$ cat src/hw/rtl/vt_pkg.sv
// vt_pkg: shared types and constants for the vertex transform engine
// holds the queued item type, the queue head type and the field widths
// no dependencies
package vt_pkg;

	// component and word widths
	localparam int COMP_W      = 32;
	localparam int NUM_COMP    = 4;
	localparam int NUM_COEF    = NUM_COMP * NUM_COMP;
	localparam int IDX_W       = $clog2(NUM_COEF);
	localparam int PROD_W      = 2 * COMP_W;
	localparam int SUM_W       = PROD_W + 2;

	// default fraction bits of the fixed point format
	localparam int FRAC_BITS_DEF = 16;

	// depth of the queue between front and back
	localparam int QUEUE_DEPTH = 2;

	// stream widths, tdata rounded up to whole bytes
	localparam int IN_FIELDS_W  = IDX_W + COMP_W + NUM_COMP * COMP_W;
	localparam int IN_TDATA_W   = ((IN_FIELDS_W + 7) / 8) * 8;
	localparam int OUT_TDATA_W  = NUM_COMP * COMP_W;

	// item kinds carried in tuser
	typedef enum logic {
		KIND_LOAD  = 1'b0,
		KIND_XFORM = 1'b1
	} kind_t;

	typedef logic signed [COMP_W-1:0] comp_t;

	// classified item; for a load, data[0] holds the coefficient value
	typedef struct packed {
		kind_t                   kind;
		logic [IDX_W-1:0]        coef_index;
		comp_t [NUM_COMP-1:0]    data;
	} item_t;

	// queue head seen by the back end
	typedef struct packed {
		logic  valid;
		item_t item;
	} head_t;

endpackage

$ cat src/hw/rtl/vt_front.sv
// vt_front: input side of the vertex transform engine
// accepts beats, classifies them into items and holds them in a short queue
// depends on vt_pkg
module vt_front (
	input  logic                          clk,
	input  logic                          arst_n,
	input  logic                          s_axis_tvalid,
	output logic                          s_axis_tready,
	// coef_index, coef_value, in_x, in_y, in_z, in_w, zero pad (lowest bit first)
	input  logic [vt_pkg::IN_TDATA_W-1:0] s_axis_tdata,
	// kind
	input  logic                          s_axis_tuser,
	output vt_pkg::head_t                 head,
	input  logic                          pop
);

	localparam int DEPTH = vt_pkg::QUEUE_DEPTH;
	localparam int PTR_W = (DEPTH > 1) ? $clog2(DEPTH) : 1;
	localparam int CNT_W = $clog2(DEPTH + 1);
	localparam int CW    = vt_pkg::COMP_W;
	localparam int IW    = vt_pkg::IDX_W;

	vt_pkg::item_t      mem_q [DEPTH];
	logic [PTR_W-1:0]   wr_ptr_q;
	logic [PTR_W-1:0]   rd_ptr_q;
	logic [CNT_W-1:0]   count_q;
	vt_pkg::item_t      item_in;
	logic               push;
	logic               do_pop;

	// classify the incoming beat
	always_comb begin
		item_in.kind       = vt_pkg::kind_t'(s_axis_tuser);
		item_in.coef_index = s_axis_tdata[IW-1:0];
		if (item_in.kind == vt_pkg::KIND_LOAD) begin
			item_in.data    = '0;
			item_in.data[0] = s_axis_tdata[IW +: CW];
		end else begin
			for (int c = 0; c < vt_pkg::NUM_COMP; c++) begin
				item_in.data[c] = s_axis_tdata[IW + CW + c*CW +: CW];
			end
		end
	end

	assign s_axis_tready = (count_q != CNT_W'(DEPTH));
	assign push          = s_axis_tvalid && s_axis_tready;
	assign do_pop        = pop && head.valid;

	// head of the queue
	assign head.valid = (count_q != '0);
	assign head.item  = mem_q[rd_ptr_q];

	// queue storage
	always_ff @(posedge clk) begin
		if (push) begin
			mem_q[wr_ptr_q] <= item_in;
		end
	end

	// queue pointers and fill count
	always_ff @(posedge clk or negedge arst_n) begin
		if (!arst_n) begin
			wr_ptr_q <= '0;
			rd_ptr_q <= '0;
			count_q  <= '0;
		end else begin
			if (push) begin
				wr_ptr_q <= (wr_ptr_q == PTR_W'(DEPTH - 1)) ? '0 : wr_ptr_q + 1'b1;
			end
			if (do_pop) begin
				rd_ptr_q <= (rd_ptr_q == PTR_W'(DEPTH - 1)) ? '0 : rd_ptr_q + 1'b1;
			end
			if (push && !do_pop) begin
				count_q <= count_q + 1'b1;
			end else if (!push && do_pop) begin
				count_q <= count_q - 1'b1;
			end
		end
	end

endmodule

$ cat config.mk
export PLATFORM = sky130hd
export DESIGN_NAME = vt_front
export DESIGN_NICKNAME = d
export VERILOG_FILES = /design/src/hw/rtl/vt_pkg.sv /design/src/hw/rtl/vt_front.sv
export SDC_FILE = /design/constraint.sdc
export NUM_CORES = 1
export LEC_CHECK = 0
export BUFFER_PORTS_ARGS = -buffer_cell sky130_fd_sc_hd__buf_2
export CORE_MARGIN = 4
export CORE_UTILIZATION = 50
export DETAILED_ROUTE_END_ITERATION = 7
export HOLD_SLACK_MARGIN = 0.08
export PLACE_DENSITY = 0.87
export SLEW_MARGIN = 20
export SYNTH_ARGS = -nofsm -noshare
export SYNTH_HDL_FRONTEND = slang
export SYNTH_SLANG_ARGS = --single-unit
$ cat constraint.sdc
create_clock -name clk -period 7.7 [get_ports clk]
set_input_delay 0.77 -clock clk [delete_from_list [all_inputs] [get_ports clk]]
set_output_delay 0.77 -clock clk [all_outputs]
set_load 0.02 [all_outputs]
* Word level (Yosys, flattened, before mapping)
Memories as Yosys holds them, arrays and structs flattened.
Index checks and enable logic that the tools add are counted.
W data, S select, Z words.
** Word-level totals
- Register bits after elaboration :: 4
- Latch bits :: 0
- RAM bits :: 266
- Memory bits (read-only) :: 0
- Bits of input ports :: 173
- Output and inout bits :: 135
- Word-level logic and storage cells :: 24
- Memories :: 1
** Memories
- mem_q :: depth 2, bits a word 133, read ports 1, clocked after Yosys merged registers in 0, wr ports 1, RTL line vt_front.sv:23 : vt_pkg::item_t mem_q [DEPTH];
** Operators by class
- Add/sub/neg operators :: 4
- Multiply operators :: 0
- Div/mod/pow operators :: 0
- Order comparisons :: 0
- Equal/unequal tests :: 1
- Shift-type cells :: 0
- Multiplexer cells :: 7
- Bitwise gates (word level) :: 0
- Reductions and logical operators :: 8
** Operators with widths (number)
- $mux W128 :: 1
- $logic_and A1 B1 Y1 :: 4
- $mux W1 :: 4
- $mux W2 :: 2
- $reduce_bool A2 Y1 :: 2
- $add A1 B1 Y1 const B :: 2
- $add A2 B1 Y2 const B :: 1
- $logic_not A1 Y1 :: 2
- $ne A2 B2 Y1 const B :: 1
- $sub A2 B1 Y2 const B :: 1

* Depth between registers and ports, before layout
- Word-level depth :: 6
- Mapped depth :: 7
- Gate-level depth less buffers :: 7

* Worst setup path after synthesis
No wires, ideal clock.
- Path type :: in2reg
- From :: input port s_axis_tvalid
- To :: memory mem_q[0][0] (netlist name), enable pin
- Library setup time :: 0.627 ns
- Data arrival time :: 6.391 ns
- Data required time :: 7.073 ns
- Slack :: 0.682 ns
- Stages :: 2
- Buffers on the path :: 0
- Path through :: nand2_1 nor2_1
** On the way
- Longest elaborated chain between the ends :: 3
** Ends and longest elaborated chain
- start: declaration :: RTL line vt_front.sv:7 : input logic s_axis_tvalid,
- $logic_and A1 B1 Y1 :: RTL line vt_front.sv:46 : assign push = s_axis_tvalid && s_axis_tready;
- $mux W1 :: RTL line vt_front.sv:55 : if (push) begin
- $mux W1 (not written as such) :: RTL line vt_front.sv:56 : mem_q[wr_ptr_q] <= item_in;
- end: declaration :: RTL line vt_front.sv:23
Every way passes these cells.

==> results.cfg <==
[sta]
fin_skew_ns = 0.007010
fin_crit_sh_pct = 43.35
finalSetupTns_ns = 0
finalCriticalPeriod_ns = 3.338
slew_violations = 0
worst_pin_slew_ns = 1.001
maxSlewHeadroom_pct = 33.24
fmax_ghz = 0.2996
setup_viol = 0
finalHoldViolCount = 0
fin_hold_ws_ns = 0.4384
rsz0062_at_grt = false

[drt]
drt-total-wl_microns = 21550
firstDrtPassIters = 4
drtAntennaViolNets = 0
vias_per_cell = 5.083
route.detailed.drc = 0
wl_per_cell_microns = 18.14
drt-initial-drc-count = 250
vias = 6039

[cts]
clockBufferDepth = 3
clk_pin_slew_ns = 0.06
cts_tree = built
cts_inserted_buffers = 29
cts_setup_buffers = 0
cts.root.buffer_cell = clkbuf_16
clock_latency_ns = 0.52
ctsResizeCount = 0
cts_sinks = 270
cts_htree_levels = 1

[global_route]
grt_pass1_vias = 6303
grt_usage_pct = 16.78
antenna_found_initial = 2
grt_start_max_net_pins = 83
grt_pass1_wl_microns = 32420
grt_remaining_overflow = 0

[critical_path]
cp-end-kind = output port
cp-startpoint = rd_ptr_q$_DFFE_PN0P_
r2r-end = mem_q[1][21]$_DFFE_PP_
cp-endpoint = head[4]
start_kind = register
r2r_start = count_q[0]$_DFFE_PN0P_
reg2regPathDepth = 3
cp.required_ns = 6.93
critical_path_class = register to output port
regToRegSetupSlack_ns = 4.97
cp.arrival_ns = 2.57
crit_fanout = 52

[run]
maxCapViolCount = 0

[yosys]
synth_area_sq_mm = 0.01105
ys_seq_area_share_pct = 73.16
synth_cells = 574
synth_cell_types = 18
syn_nets = 748
avgSynthCellArea_sq_um = 19.26
ys_ff_latch = 270
ys_warn_count = 0

[cells_and_area]
areaGrowthSynthToFinish_pct = 23.95
nFillCells = 1554
utilization_pct = 62.98
fin_cells = 1188
drive_gt1_share_pct = 57.00
final_nets = 1060

[pwr]
net-switching-power_mw = 1.661
powerDensity_mw_per_mm2 = 377.6
combPwrFrac_pct = 34.0
p_int_mw = 3.514
pwr-share-clk_pct = 24.8
p_total_mw = 5.174
vdd_drop_max_v = 0.0005020
power_frac_seq_pct = 41.2
p_sw_share_pct = 32.10
p_leak_nw = 5.435

[floorplan]
fp.coreArea_sq_mm = 0.02176
die_area_sq_mm = 0.02455
io_pins = 308
start_util_pct = 50.81
rows = 54
die_h_microns = 156.7
die_w_microns = 156.7

[worst_hold_path]
hp-class = input pin to register

[placed_design]
dpl.cell_count = 1134
dp_hpwl_microns = 14260
routabilityCongestion = 0.7138
portBuffers = 303

[outcome]
status = finished, final reports clean
## sequential cells by signal (all words and copies together) (netlist names)
name / count
rd_ptr_q: 1
count_q: 2
mem_q: 266
wr_ptr_q: 1
## power groups by stage
stage               combinational [mW]  clock, mW  sequential [mW]
finish                            1.76       1.28             2.13
floorplan                         1.32          0             2.17
CTS                               1.79       1.32             2.14
global placement                  1.76          0             2.14
global route                      1.87       1.38             2.17
detailed placement                1.78          0             2.17
## logic make-up after synthesis
logic type                 Yosys count  synth area share (%)
xor gates and xnor gates             5                0.3962
adders and majority gates            1                0.1132
buffers and inverters               30                 1.743
DFF                                270                 73.16
muxes                              165                 18.85
and+or+nand+nor                    103                 5.739
## critical path, stage by stage (launching register included)
cell     delay (ns)
dfrtp_4        0.63
buf_4          0.78
mux2_2         0.43
buf_2          0.17
## layout make-up
class	count	area [sq um]	area share [%]
flip-flops and latches	270	8092	59.05
multi-input cells	274	2786	20.34
repair buffers	310	1574	11.49
clock buffers	33	740.7	5.406
well taps	280	350.3	2.557
clock inverters	19	152.6	1.114
inverters	1	3.754	0.02739
diodes	1	2.502	0.01826
## per-layer routing
layer / global-route usage, % / up-vias / share of wire [%]
li1: - / 2793 / -
met1: 19.14 / 2951 / 37
met2: 30.60 / 248 / 52
met3: 4.452 / 45 / 7.9
met4: 5.537 / 2 / 2.7
met5: 0 / - / 0.056
## per-stage QoR
step | setup slack [ns] | instance area, sq um
floorplan | 0.6817 | 11050
global placement | 4.687 | 12800
detailed placement | 4.683 | 12800
CTS | 4.282 | 13700
global route | 4.222 | 13700
finish | 4.362 | 13700
## layout by cell type, fill, tap and decap left out
master         Yosys  layout
dfrtp_1            4       3
edfxtp_1         266     266
clkinv_8           0       1
nor2_4             0       1
bufinv_16          0       2
mux2_4            60      60
diode_2            0       1
nand2b_1           1       1
and2_1            96      96
buf_4              2       7
ha_1               1       1
dfrtp_4            0       1
inv_1              1       1
nand2_1            2       2
clkinv_2           0       4
clkinvlp_4         0       3
clkinv_1           0       9
mux2_2           105     105
xor2_1             2       2
xnor2_1            3       3
clkbuf_16          0      29
nor2_1             2       1
buf_2             10     302
and3_4             0       1
clkbuf_1           9       4
or2_2              1       1
dlygate4sd3_1      0       1
## synthesized netlist by cell type, drive strengths merged
library cell | n | share of area, %
nand2b | 1 | 0.057
buf | 20 | 1.4
xor2 | 2 | 0.16
xnor2 | 3 | 0.24
edfxtp | 266 | 72
mux2 | 165 | 19
inv | 1 | 0.034
nand2 | 2 | 0.068
clkbuf | 9 | 0.31
and2 | 96 | 5.4
dfrtp | 4 | 0.91
or2 | 1 | 0.057
nor2 | 2 | 0.068
ha | 1 | 0.11
and3 | 1 | 0.057
## how the worst min path moves through the flow
stage / startpoint / to / slack, ns / cells after the start
global placement: count_q[1]$_DFFE_PN0P_ / count_q[1]$_DFFE_PN0P_ / 0.48 / 1
CTS: s_axis_tdata[1] / mem_q[1][129]$_DFFE_PP_ / 0.42 / 1
finish: s_axis_tdata[1] / mem_q[0][129]$_DFFE_PP_ / 0.44 / 1
floorplan: count_q[1]$_DFFE_PN0P_ / count_q[1]$_DFFE_PN0P_ / 0.46 / 1
global route: s_axis_tdata[0] / mem_q[1][128]$_DFFE_PP_ / 0.42 / 1
detailed placement: count_q[1]$_DFFE_PN0P_ / count_q[1]$_DFFE_PN0P_ / 0.48 / 1
## timing repair
| item | in CTS | in global routing |
|---|---|---|
| endpoints found under the hold margin | 4 | 0 |
| hold buffers | 1 | 0 |
| endpoints found under the setup margin | 0 | 0 |
Note: power is estimated with default switching activity, not from simulation.
